===== src/rtl/hmp_pkg.sv =====
// Package for the hex memory file parser: constants, codes and character decode.
`default_nettype none
package hmp_pkg;

	localparam int MAX_DIGITS = 16;
	localparam int ADDR_BITS  = 32;

	localparam int WORD_W  = 64;
	localparam int COUNT_W = 5;
	localparam int ADDR_W  = 32;
	localparam int CODE_W  = 3;
	localparam int HELD_W  = $clog2(MAX_DIGITS + 1);

	localparam logic [7:0] CH_AT    = 8'h40;
	localparam logic [7:0] CH_UNDER = 8'h5f;
	localparam logic [7:0] CH_SPACE = 8'h20;
	localparam logic [7:0] CH_TAB   = 8'h09;
	localparam logic [7:0] CH_CR    = 8'h0d;
	localparam logic [7:0] CH_LX    = 8'h78;
	localparam logic [7:0] CH_UX    = 8'h58;
	localparam logic [7:0] CH_LZ    = 8'h7a;
	localparam logic [7:0] CH_UZ    = 8'h5a;

	typedef enum logic [CODE_W-1:0] {
		ERR_NONE     = 3'd0,
		ERR_BAD_CHAR = 3'd1,
		ERR_MISPLACED_AT = 3'd2,
		ERR_ADDR_GAP = 3'd3,
		ERR_OVERFLOW = 3'd4
	} err_code_t;

	typedef struct packed {
		logic       ok;
		logic [3:0] value;
	} hex_digit_t;

	function automatic hex_digit_t hex_decode(input logic [7:0] c);
		hex_digit_t d;
		d.ok    = 1'b1;
		d.value = 4'd0;
		if (c >= 8'h30 && c <= 8'h39) begin
			d.value = 4'(c - 8'h30);
		end else if (c >= 8'h61 && c <= 8'h66) begin
			d.value = 4'(c - 8'h57);
		end else if (c >= 8'h41 && c <= 8'h46) begin
			d.value = 4'(c - 8'h37);
		end else if (c == CH_LX || c == CH_UX || c == CH_LZ || c == CH_UZ) begin
			d.value = 4'd0;
		end else begin
			d.ok = 1'b0;
		end
		return d;
	endfunction

endpackage
`default_nettype wire


===== src/rtl/hmp_if.sv =====
// Valid/ready channel interfaces for characters in and parsed words out.
`default_nettype none
interface hmp_char_if;
	logic       valid;
	logic       ready;
	logic [7:0] character;
	logic       line_end;

	modport source (output valid, output character, output line_end, input ready);
	modport sink (input valid, input character, input line_end, output ready);
endinterface

interface hmp_word_if;
	logic        valid;
	logic        ready;
	logic [63:0] word_value;
	logic [4:0]  digit_count;
	logic [31:0] word_address;
	logic [2:0]  error_code;

	modport source (output valid, output word_value, output digit_count,
		output word_address, output error_code, input ready);
	modport sink (input valid, input word_value, input digit_count,
		input word_address, input error_code, output ready);
endinterface
`default_nettype wire


===== src/rtl/hex_memory_file_parser.sv =====
// Top level of the hex memory file parser: input stage, token logic, result register.
//
//   channel | dir | payload                                          | handshake
//   chars   | in  | character, line_end                              | valid/ready
//   words   | out | word_value, digit_count, word_address, error_code | valid/ready
//
// One character per cycle unless stalled; words go from input stage to the result register.
// Token state updates as the registered character passes to the result register.
// Reset clears all token state and the sticky error; after an error no word leaves.
// A stalled result register holds only characters that would produce a word.
`default_nettype none
module hex_memory_file_parser import hmp_pkg::*; (
	input  wire         clk,
	input  wire         arst_n,
	hmp_char_if.sink    chars,
	hmp_word_if.source  words
);

	logic                 valid_s1;
	logic [7:0]           char_s1;
	logic                 eol_s1;

	logic [WORD_W-1:0]    acc_q;
	logic [HELD_W-1:0]    held_q;
	logic                 in_addr_q;
	logic [ADDR_BITS-1:0] exp_addr_q;
	logic                 stuck_q;

	logic                 out_valid_q;
	logic [WORD_W-1:0]    out_word_q;
	logic [COUNT_W-1:0]   out_count_q;
	logic [ADDR_W-1:0]    out_addr_q;
	err_code_t            out_code_q;

	logic                 has_res;
	logic [WORD_W-1:0]    res_word;
	logic [COUNT_W-1:0]   res_count;
	err_code_t            res_code;
	logic [WORD_W-1:0]    acc_d;
	logic [HELD_W-1:0]    held_d;
	logic                 in_addr_d;
	logic [ADDR_BITS-1:0] exp_addr_d;
	logic                 stuck_d;
	logic                 advance;
	hex_digit_t           dig;

	always_comb begin
		dig        = hex_decode(char_s1);
		has_res    = 1'b0;
		res_word   = '0;
		res_count  = '0;
		res_code   = ERR_NONE;
		acc_d      = acc_q;
		held_d     = held_q;
		in_addr_d  = in_addr_q;
		exp_addr_d = exp_addr_q;
		stuck_d    = stuck_q;
		if (!stuck_q) begin
			if (eol_s1 || char_s1 == CH_SPACE || char_s1 == CH_TAB || char_s1 == CH_CR) begin
				if (in_addr_q && acc_q != WORD_W'(exp_addr_q)) begin
					has_res  = 1'b1;
					res_code = ERR_ADDR_GAP;
					stuck_d  = 1'b1;
				end else begin
					if (!in_addr_q && held_q != '0) begin
						has_res    = 1'b1;
						res_word   = acc_q;
						res_count  = COUNT_W'(held_q);
						exp_addr_d = exp_addr_q + 1'b1;
					end
					acc_d     = '0;
					held_d    = '0;
					in_addr_d = 1'b0;
				end
			end else if (dig.ok) begin
				if (held_q >= HELD_W'(MAX_DIGITS)) begin
					has_res  = 1'b1;
					res_code = ERR_OVERFLOW;
					stuck_d  = 1'b1;
				end else begin
					acc_d  = {acc_q[WORD_W-5:0], dig.value};
					held_d = held_q + 1'b1;
				end
			end else if (char_s1 == CH_UNDER) begin
				acc_d = acc_q;
			end else if (char_s1 == CH_AT) begin
				if (in_addr_q || held_q != '0) begin
					has_res  = 1'b1;
					res_code = ERR_MISPLACED_AT;
					stuck_d  = 1'b1;
				end else begin
					in_addr_d = 1'b1;
				end
			end else begin
				has_res  = 1'b1;
				res_code = ERR_BAD_CHAR;
				stuck_d  = 1'b1;
			end
		end
	end

	assign advance     = valid_s1 && (!has_res || !out_valid_q || words.ready);
	assign chars.ready = !valid_s1 || advance;

	always_ff @(posedge clk or negedge arst_n) begin
		if (!arst_n) begin
			valid_s1 <= 1'b0;
		end else if (chars.valid && chars.ready) begin
			valid_s1 <= 1'b1;
		end else if (advance) begin
			valid_s1 <= 1'b0;
		end
	end

	always_ff @(posedge clk) begin
		if (chars.valid && chars.ready) begin
			char_s1 <= chars.character;
			eol_s1  <= chars.line_end;
		end
	end

	always_ff @(posedge clk or negedge arst_n) begin
		if (!arst_n) begin
			acc_q      <= '0;
			held_q     <= '0;
			in_addr_q  <= 1'b0;
			exp_addr_q <= '0;
			stuck_q    <= 1'b0;
		end else if (advance) begin
			acc_q      <= acc_d;
			held_q     <= held_d;
			in_addr_q  <= in_addr_d;
			exp_addr_q <= exp_addr_d;
			stuck_q    <= stuck_d;
		end
	end

	always_ff @(posedge clk or negedge arst_n) begin
		if (!arst_n) begin
			out_valid_q <= 1'b0;
		end else if (advance && has_res) begin
			out_valid_q <= 1'b1;
		end else if (words.ready) begin
			out_valid_q <= 1'b0;
		end
	end

	always_ff @(posedge clk) begin
		if (advance && has_res) begin
			out_word_q  <= res_word;
			out_count_q <= res_count;
			out_addr_q  <= ADDR_W'(exp_addr_q);
			out_code_q  <= res_code;
		end
	end

	assign words.valid        = out_valid_q;
	assign words.word_value   = out_word_q;
	assign words.digit_count  = out_count_q;
	assign words.word_address = out_addr_q;
	assign words.error_code   = out_code_q;

endmodule
`default_nettype wire


===== src/flat_wrapper.sv =====
// flat-port wrapper written by rule: the top's interface ports become plain ports
module hex_memory_file_parser_flat import hmp_pkg::*;
  (clk, arst_n, chars_valid, chars_character, chars_line_end, chars_ready, words_valid, words_word_value, words_digit_count, words_word_address, words_error_code, words_ready);
  hmp_char_if chars_i ();
  hmp_word_if words_i ();
  input  wire clk;
  input  wire arst_n;
  input wire logic [$bits(chars_i.valid)-1:0] chars_valid;
  input wire logic [$bits(chars_i.character)-1:0] chars_character;
  input wire logic [$bits(chars_i.line_end)-1:0] chars_line_end;
  output wire logic [$bits(chars_i.ready)-1:0] chars_ready;
  output wire logic [$bits(words_i.valid)-1:0] words_valid;
  output wire logic [$bits(words_i.word_value)-1:0] words_word_value;
  output wire logic [$bits(words_i.digit_count)-1:0] words_digit_count;
  output wire logic [$bits(words_i.word_address)-1:0] words_word_address;
  output wire logic [$bits(words_i.error_code)-1:0] words_error_code;
  input wire logic [$bits(words_i.ready)-1:0] words_ready;
  assign chars_i.valid = chars_valid;
  assign chars_i.character = chars_character;
  assign chars_i.line_end = chars_line_end;
  assign chars_ready = chars_i.ready;
  assign words_valid = words_i.valid;
  assign words_word_value = words_i.word_value;
  assign words_digit_count = words_i.digit_count;
  assign words_word_address = words_i.word_address;
  assign words_error_code = words_i.error_code;
  assign words_i.ready = words_ready;
  hex_memory_file_parser u_core (.clk(clk), .arst_n(arst_n), .chars(chars_i), .words(words_i));
endmodule

===== config.mk =====
export PLATFORM = sky130hd
export DESIGN_NAME = hex_memory_file_parser_flat
export DESIGN_NICKNAME = d
export VERILOG_FILES = /design/src/rtl/hmp_pkg.sv /design/src/rtl/hmp_if.sv /design/src/rtl/hex_memory_file_parser.sv /design/src/flat_wrapper.sv
export SDC_FILE = /design/constraint.sdc
export NUM_CORES = 1
export LEC_CHECK = 0
export ABC_CLOCK_PERIOD_IN_PS = 8050
export BUFFER_PORTS_ARGS = -buffer_cell sky130_fd_sc_hd__buf_2
export CAP_MARGIN = 20
export CORE_MARGIN = 1
export CORE_UTILIZATION = 58
export CTS_CLUSTER_DIAMETER = 150
export DETAILED_ROUTE_END_ITERATION = 7
export GPL_TIMING_DRIVEN = 0
export PLACE_DENSITY = 0.82
export SETUP_SLACK_MARGIN = 0.4
export SYNTH_ARGS = -nofsm -noshare
export SYNTH_HDL_FRONTEND = slang
export SYNTH_SLANG_ARGS = --single-unit

===== constraint.sdc =====
create_clock -name clk -period 8.05 [get_ports clk]
set_input_delay 1.61 -clock clk [delete_from_list [all_inputs] [get_ports clk]]
set_output_delay 1.61 -clock clk [all_outputs]
set_load 0.005 [all_outputs]

* After elaboration in Yosys (flattened, before gate mapping)
Cells that the tools add are included.
** Storage, ports and cells
- Bits in registers :: 218
- Output and inout port bits :: 106
** Cells by class
- Add/sub/neg operators :: 5
- Order comparisons :: 7
- Equal/unequal tests :: 15
- Multiplexer cells :: 44
- Bitwise operators :: 4
- Reduce and logical (&&, ||, !) cells :: 31
** Operator list (count)
- two-way mux 64 bit :: 4
- inequality test 64 x 32 -> 1 bit :: 1
- == test 8 x 7 -> 1 bit, second input constant :: 6
- adder 32 x 1 -> 32 bit, second input constant :: 1
- two-way mux 1 bit :: 26
- two-way mux 5 bit :: 4
- == test 8 x 4 -> 1 bit, second input constant :: 2
- greater-or-equal comparator 8 x 7 -> 1 bit, second input constant :: 2
- <= comparator 8 x 7 -> 1 bit, second input constant :: 2
- two-way mux 3 bit :: 4
- two-way mux 4 bit :: 3
- logical OR 1 bit :: 10
- AND reduction 5 bit :: 2
- == test 8 x 6 -> 1 bit, second input constant :: 1
- greater-or-equal comparator 8 x 6 -> 1 bit, second input constant :: 1
- <= comparator 8 x 6 -> 1 bit, second input constant :: 1
- logical AND 1 bit :: 8
- nonzero test 2 bit :: 4
- subtractor 4 x 3 -> 4 bit, second input constant :: 2
- AND reduction 7 bit :: 1
- two-way mux 2 bit :: 3
- inequality test 2 x 1 -> 1 bit, second input constant :: 3
- adder 5 x 1 -> 5 bit, second input constant :: 1
- greater-or-equal comparator 5 bit, second input constant :: 1
- other kinds (6) :: 13

* Logic depth before layout (Yosys ltp)
Gate-level depths: netlist of run 1.
- Word-level depth :: 18
- Mapped depth :: 11
- Mapped depth without buffers :: 9

* Worst setup path after synthesis of run 1
Ideal clock, no wire load.
- Path type :: register to register
- Start :: register u_core.char_s1[1]
- End :: register u_core.out_count_q[0], in the netlist u_core.words.digit_count[0] (enable)
- Arrival time :: 6.702 ns
- Data required time :: 7.471 ns
- Setup slack :: 0.769 ns
- Cell stages (with the launch flop) :: 9
- Buffers on the path :: 0
- Cells stage by stage :: edfxtp_1 -> inv_1 -> ha_1 -> o21bai_1 -> a2111o_1 -> a31oi_1 -> nor3_1 -> or3_1 -> nor2b_1
** Between the ends
- Word-level cells in the longest chain between the ends :: 16
- Elaborated cells on any way between the ends :: 38
- Those cells by class :: order compare (6); eq/ne (9); mux (9); reduce/logical (14)
** Ends and longest elaborated chain
- start: declaration :: line hex_memory_file_parser.sv:20 : logic [7:0] char_s1;
- start signal: assignment :: line hex_memory_file_parser.sv:117 : char_s1 <= chars.character;
- branches (longest 9 deep; another with greater-or-equal comparator 8 x 7 -> 1 bit)
- two-way mux 1 bit (*) :: line hex_memory_file_parser.sv:59 : if (eol_s1 || char_s1 == CH_SPACE || char_s1 == CH_TAB || char_s1 == CH_CR) begin
- two-way mux 1 bit (*) :: line hex_memory_file_parser.sv:58 : if (!stuck_q) begin
- zero test 1 bit :: line hex_memory_file_parser.sv:102 : assign advance = valid_s1 && (!has_res || !out_valid_q || words.ready);
- logical OR 1 bit (2 in a row) :: line hex_memory_file_parser.sv:102
- logical AND 1 bit :: line hex_memory_file_parser.sv:102
- logical AND 1 bit (*) :: line hex_memory_file_parser.sv:149 : if (advance && has_res) begin
- end signal: assignment :: line hex_memory_file_parser.sv:151 : out_count_q <= res_count;
- end: declaration :: line hex_memory_file_parser.sv:31 : logic [COUNT_W-1:0] out_count_q;
Every way passes the cells marked *.
A chain may end at the register's enable or synchronous reset.

* Worst setup path after layout of run 1
- Start :: register u_core.char_s1[1]
- End :: output chars_ready
** Between the ends
- Word-level cells in the longest chain between the ends :: 16
- Elaborated cells on any way between the ends :: 38
- Those cells by class :: order compare (6); eq/ne (9); mux (9); reduce/logical (14)
** Ends and longest elaborated chain
- branches (longest 9 deep; another with greater-or-equal comparator 8 x 7 -> 1 bit)
- two-way mux 1 bit (*) :: line hex_memory_file_parser.sv:59
- two-way mux 1 bit (*) :: line hex_memory_file_parser.sv:58
- zero test 1 bit (*) :: line hex_memory_file_parser.sv:102
- logical OR 1 bit (*) (2 in a row) :: line hex_memory_file_parser.sv:102
- logical AND 1 bit (*) :: line hex_memory_file_parser.sv:102
- logical OR 1 bit (*) :: line hex_memory_file_parser.sv:103 : assign chars.ready = !valid_s1 || advance;
- end: declaration :: line flat_wrapper.sv:11 : output wire logic [$bits(chars_i.ready)-1:0] chars_ready;
Marked as above.

==> results of run 1 <==
## Yosys cell counts (2+ instances only)
library cell    n  area (µm²)
edfxtp_1      113        3390
dfrtp_1       105        2630
nor3_1         85         425
inv_1          76         285
o21ai_0        60         300
or3_1          60         375
xor2_1         47         412
clkbuf_1       35         131
nand2_1        29         109
nor4_1         23         144
xnor2_1        19         166
nor2_1         18        67.6
nand3_1        13        65.1
nand4_1        11        68.8
and2_1          9        56.3
ha_1            8         100
and3_1          6        37.5
mux2_2          6        67.6
mux2i_1         6        60.1
a21oi_1         4        20.0
and4_1          4        35.0
buf_2           4        20.0
a31oi_1         3        18.8
o21bai_1        3        22.5
or2_2           3        18.8
and3b_1         2        17.5
buf_1           2        7.51
buf_6           2        22.5
nand2b_1        2        12.5
nand3b_1        2        15.0
nor2b_1         2        12.5
nor3b_1         2        15.0
o211ai_1        2        15.0
o311ai_0        2        17.5
o31ai_1         2        15.0
## cells in the final DEF (no fill, tap or decap), drive strengths merged, types with 8 or more instances in the layout
master  Yosys  routed
buf         9     130
edfxtp    113     113
dfrtp     105     105
nor3       85      85
inv        76      77
clkbuf     35      64
or3        61      61
o21ai      60      60
xor2       47      47
nand2      29      29
nor4       23      23
xnor2      19      19
nor2       18      18
nand3      13      13
nand4      12      12
and2        9       9
ha          8       8
## worst max-delay path, delay by kind of cell (launching register included)
family                     cells  cell delay [ns]
and+or+nand+nor                3             0.95
buffers and inverters          2             0.27
AOI/OAI and AO/OA              3             1.01
adders and majority gates      1             0.23
DFF                            1             0.45
## stage by stage
stage	worst slack [ns]	cell area [µm²]	hold slack (ns)	instances	total power, W
final	3.05	11100	0.446	1164	0.00221
after global routing	2.85	11100	0.464	1164	0.00227
after CTS	3.04	11100	0.444	1164	0.00222
after detailed placement	3.57	10400	0.431	1124	0.00126
after global placement	-1.00	10300	0.429	1121	0.00125
after floorplan	0.769	9420	0.423	787	0.00123
## cell families (layout without fill, tap and decap cells)
group | after synthesis | in the layout | synth area share
mux | 12 | 12 | 0.0135
simple gates | 279 | 279 | 0.166
buf+inv | 120 | 281 | 0.0511
fa+ha+maj | 8 | 8 | 0.0106
compound gates | 84 | 84 | 0.0583
flops | 218 | 218 | 0.639
xor+xnor | 66 | 66 | 0.0613
## state kept, by name (all words and copies together), names as in the netlist
| name | cells |
|---|---|
| u_core.acc_q | 64 |
| u_core.stuck_q | 1 |
| u_core.words.word_value | 64 |
| u_core.words.word_address | 32 |
| u_core.valid_s1 | 1 |
| u_core.held_q | 5 |
| u_core.words.digit_count | 5 |
| u_core.words.error_code | 3 |
| u_core.char_s1 | 8 |
| u_core.exp_addr_q | 32 |
| u_core.in_addr_q | 1 |
| u_core.words.valid | 1 |
| u_core.eol_s1 | 1 |
## area by class of cell
class                   instances  area [µm²]  share of cell area
inverters                      76         285              0.0258
clock buffers                  29         608              0.0550
repair buffers                121         661              0.0597
well taps                     216         270              0.0244
plain buffers                  44         196              0.0178
flip-flops and latches        218        6020               0.544
clock inverters                11        90.1             0.00814
multi-input cells             449        2930               0.265
## layer usage
metal  wire, µm  up-vias  GRT usage
li1           -     3086          -
met5          0        -          0
met2       9770      240      0.413
met3       1070       42     0.0405
met1       8740     3142      0.346
met4        557        0     0.0971
## power groups by stage
stage | Sequential, W | Clock, W | Combinational (W)
after floorplan | 0.00120 | 0 | 0.0000315
after CTS | 0.00118 | 0.000987 | 0.0000577
final | 0.00118 | 0.000979 | 0.0000577
after global routing | 0.00118 | 0.00103 | 0.0000644
after detailed placement | 0.00120 | 0 | 0.0000571
after global placement | 0.00120 | 0 | 0.0000544
## worst max-delay path by stage
stage                     slack, ns         startpoint                            end
after floorplan                0.77  u_core.char_s1[1]    u_core.words.digit_count[0]
after global placement         -1.0  u_core.char_s1[3]  u_core.words.word_address[29]
after detailed placement       3.57  u_core.char_s1[1]                    chars_ready
after CTS                      3.04  u_core.char_s1[1]                    chars_ready
after global routing           2.85  u_core.char_s1[1]                    chars_ready
final                          3.05  u_core.char_s1[1]                    chars_ready
==> results.md, run 1 <==
* Outcome: complete, no violations
* Startpoint of the most critical hold path: u_core.exp_addr_q[14]
* Vias after detailed routing at 6510
* CTS tree: yes
* DR vias/cell at 5.59
* Initial antenna violation count at 0
* Final count of pins violating max slew at 0
* Time the final worst path needs with I/O delays and setup at 5.00 ns
* Global-route wire length before repair at 32500 µm
* Worst min-delay path class: flop to flop
* Finish-stage setup viols at 0
* Crit path DAT at 3.39 ns
* Fin Setup TNS at 0 ns
* Longest Clk Path Bufs at 3
* Hold Vio Cnt, Final at 0
* DRT Pass-1 Iters at 4
* Final clock skew at 0.0166 ns
* Switching portion of total power at 0.208
* Clock latency at the later pin of the worst-skew pair at 0.50 ns
* Total global-route track usage at 0.254
* Initial core utilization at 0.593
* Post-layout util at 0.696
* Critical register-to-register path startpoint: u_core.char_s1[1]
* Power Density at 200 nW/µm²
* Number of cells on the worst reg-to-reg path at 9
* H-tree depth at 1
* Register bit total from synthesis at 218
* Unrepaired setup endpoints after global routing: no
* Port-buffer cells at 118
* Achievable frequency at 0.200 GHz
* Terminating pin of the worst hold path: u_core.words.word_address[14]
* Number of global-route vias before repair at 6360
* Clock-pin slew on the worst setup and hold paths at 0.06 ns
* Final wirelength at 20100 µm
* Synthesized Nets at 808
* Die area at 16800 µm²
* Proportion of power drawn by flip-flops and latches at 0.532
* Number of different library cells in the post-synthesis netlist at 52
* Number of design rule violations left after detail routing at 0
* CP max stage cell: a2111o_1
* Post-Synthesis Cells at 787
* Worst Hold Path Cells at 0
* Mean instance size in the synthesized netlist at 12.0 µm²
* Proportion of register bits with asynchronous set or reset after synthesis at 0.482
* Critical path fanouts, max at 5
* Pin slew with the least headroom to its limit at 0.912 ns
* Clock tree root driver cell: clkbuf_16
* Crit start category: flop
* Diodes inserted at 0
* CP Data Required Time at 6.44 ns
* Endpoint class of the critical path: output port
* Violation count after the first detailed-route iteration at 552
* Dpl hpwl at 13800 µm
* Overflow left after global routing at 0
* Cell-internal power at 0.00175 W
* MaxCap Viol Count at 0
* Post CTS Setup Buffer Count at 0
* Area of the placeable core at 15900 µm²
* EDFF count, synth at 113
* Placement row count at 46
* Destination of the worst register-to-register timing path: u_core.words.word_value[26]
* Part of the cycle the worst path needs at 0.622
* Static leakage power at 4.19 nW
* Fin nets at 953
* Layout cell share with drive strength beyond 1 at 0.190
* Max_slew headroom at 0.391
* Number of sinks on the clock net at 218
* Max IR drop VDD at 0.000144 V
* Final RePlAce weighted congestion at 0.884
* Portion of the post-synthesis area used by sequential elements at 0.639
* Number of placed I/O pins at 119
* TritonCTS buffer count at 22
* Overall die width at 129 µm
* Number of antenna-violating nets in the routed design at 0
* Internal reg-to-reg setup slack at 4.23 ns
* Clock power share at 0.442
* Total of warnings raised by yosys at 0
* Ordered list of cells on the worst path: inv_1 > ha_1 > o21bai_1 > a2111o_1 > a31oi_1 > nor3_1 > or3_1 > or2_2 > buf_2
* Top_reg_cell synth: edfxtp_1
* Switching power summed over all nets at 0.000460 W
* Height of the die at 129 µm
* Biggest cell delay along the critical path at 0.50 ns
* CTS Hold Bufs at 0
* Synth-to-Final Area Change at 17.4%
* Detail-routed net length per standard cell at 17.3 µm
* Power share of the combinational group at 0.026
* Number of gates given a new drive strength after cts at 0
* Startpoint-to-endpoint class of the critical path: flop to output port
* Layout fillers at 1162
* Combined area of all synthesized cells at 9420 µm²
* Largest net degree at the start of global routing at 74
Note: power is estimated with default switching activity, not from simulation.
==> run 2, diff against run 1 <==
Settings changed: ABC_CLOCK_PERIOD_IN_PS 8050 to 5000.
Clock period 8.05 ns to 5 ns, I/O delays scaled along.
==> run 2 against run 1 <==
  * Clock-buffer cell count shrank 1
  * Critical path type unchanged
  * Final cell count fell by 0.34%
  * Clock power rose by 65%
  * Critical endpoint unchanged
==> results.md, run 2 (synthesized netlist as in run 1, its figures left out) <==
* Longest Clk Path Bufs at 3
* Clock-pin slew on the worst setup and hold paths at 0.06 ns
* Outcome: complete, no violations
* Met2 usage at 0.404
* Total global-route track usage at 0.254
* Pin slew with the least headroom to its limit at 1.06 ns
* Number of global-route vias before repair at 6312
* Hold Vio Cnt, Final at 0
* Time the final worst path needs with I/O delays and setup at 4.31 ns
* Die area at 16800 µm²
* Final RePlAce weighted congestion at 0.897
* Port-buffer cells at 118
* MaxCap Viol Count at 0
* Max_slew headroom at 0.290
* Crit path DAT at 3.31 ns
* Diodes inserted at 0
* Area of the placeable core at 15900 µm²
* Detail-routed net length per standard cell at 17.4 µm
* Crit start category: flop
* H-tree depth at 1
* Startpoint-to-endpoint class of the critical path: flop to output port
* Met1 layer usage reported by global route at 0.351
* Vias after detailed routing at 6596
* Overall die width at 129 µm
* Commonest cells after routing, fill and taps aside: buf_2 (121), edfxtp_1 (113), dfrtp_1 (105), nor3_1 (85), inv_1 (76)
* Dpl hpwl at 13800 µm
* Endpoint class of the critical path: output port
* Number of design rule violations left after detail routing at 0
* Busiest layer in global routing: met2
* Final count of pins violating max slew at 0
* Achievable frequency at 0.232 GHz
* Critical path fanouts, max at 5
* Height of the die at 129 µm
* Number of placed I/O pins at 119
* Part of the cycle the worst path needs at 0.861
* Max IR drop VDD at 0.000200 V
* CTS tree: yes
* Post CTS Setup Buffer Count at 0
* Post-placement worst setup slack at 0.799 ns
* Synth-to-Final Area Change at 17.6%
* DRT Pass-1 Iters at 5
* Static leakage power at 4.20 nW
* Finish-stage setup viols at 0
* Initial antenna violation count at 0
* Clock latency at the later pin of the worst-skew pair at 0.50 ns
* Overflow left after global routing at 0
* Number of antenna-violating nets in the routed design at 0
* TritonCTS buffer count at 20
* Number of sinks on the clock net at 218
* Unrepaired setup endpoints after global routing: no
* Worst min-delay path class: flop to flop
* Violation count after the first detailed-route iteration at 570
* Layout cell share with drive strength beyond 1 at 0.191
* Global-route wire length before repair at 32800 µm
* Largest net degree at the start of global routing at 71
* Initial core utilization at 0.593
* Final clock skew at 0.0149 ns
* Power Density at 325 nW/µm²
* Post-layout util at 0.698
* Final worst-path setup slack at 0.694 ns
* Most common cell after layout, fill and taps aside: buf_2
* CP Data Required Time at 4.00 ns
* Fin nets at 951
* Clock tree root driver cell: clkbuf_16
* DR vias/cell at 5.69
* Placement row count at 46
* Met3 usage at 0.0343
* Final wirelength at 20200 µm
-- run 2: cell types whose count changed in the layout (fill, tap and decap cells not counted), moves of 2 or more --
cell / change
clkbuf_16: -2
clkinv_2: -3
bufinv_16: +2
clkbuf_8: +2
-- run 2: worst paths after layout --
| check | from | to | slack [ns] | cells past startpoint |
|---|---|---|---|---|
| setup / recovery | u_core.char_s1[1] | chars_ready | 0.69 | 9 |
| hold / removal | u_core.exp_addr_q[6] | u_core.words.word_address[6] | 0.45 | 0 |
| setup reg to reg | u_core.char_s1[1] | u_core.words.word_address[6] | 0.91 | 10 |
| hold reg to reg | u_core.exp_addr_q[6] | u_core.words.word_address[6] | 0.45 | 0 |
| max in group asynchronous | arst_n | u_core.valid_s1 | 3.82 | 2 |
| min in group asynchronous | arst_n | u_core.exp_addr_q[0] | 0.47 | 1 |
-- run 2: layer usage --
metal  part of all wire  wire, µm
met5                  0         0
met4              0.039       780
met3              0.068      1370
met2               0.47      9590
met1               0.42      8460
-- run 2: critical path, cell delays in order (launching register included) --
cell	delay [ns]
edfxtp_1	0.46
inv_1	0.14
ha_1	0.22
o21bai_1	0.14
a2111o_1	0.52
a31oi_2	0.28
nor3_1	0.11
or3_1	0.48
or2_2	0.34
buf_2	0.13
-- run 2: power by group --
group | internal (W) | total (W) | switching, W
clock network | 0.000972 | 0.00162 | 0.000647
logic | 0.0000242 | 0.0000935 | 0.0000694
registers | 0.00188 | 0.00189 | 0.00000933
total | 0.00288 | 0.00361 | 0.000726
-- run 2: layout make-up --
class | count | area [µm²]
Tap cell | 216 | 270
Multi-Input combinational cell | 449 | 2940
Timing Repair Buffer | 121 | 661
Fill cell | 1153 | 4800
Inverter | 76 | 285
Clock buffer | 28 | 582
Sequential cell | 218 | 6020
Clock inverter | 8 | 126
Buffer | 44 | 196
-- run 2: what timing repair did --
| item | CTS | global route |
|---|---|---|
| resized for setup | 0 | 2 |
| setup endpoints to repair | 0 | 1 |
| hold buffers | 0 | 0 |
-- run 2: stage by stage --
step	hold WS [ns]	total power [W]	instances	TNS [ns]	cell area (µm²)
final	0.448	0.00361	1160	0	11100
after global routing	0.459	0.00370	1160	0	11100
after CTS	0.448	0.00362	1160	0	11100
after detailed placement	0.431	0.00202	1124	0	10400
after global placement	0.429	0.00202	1121	-0.387	10300
after floorplan	0.423	0.00198	787	0	9430
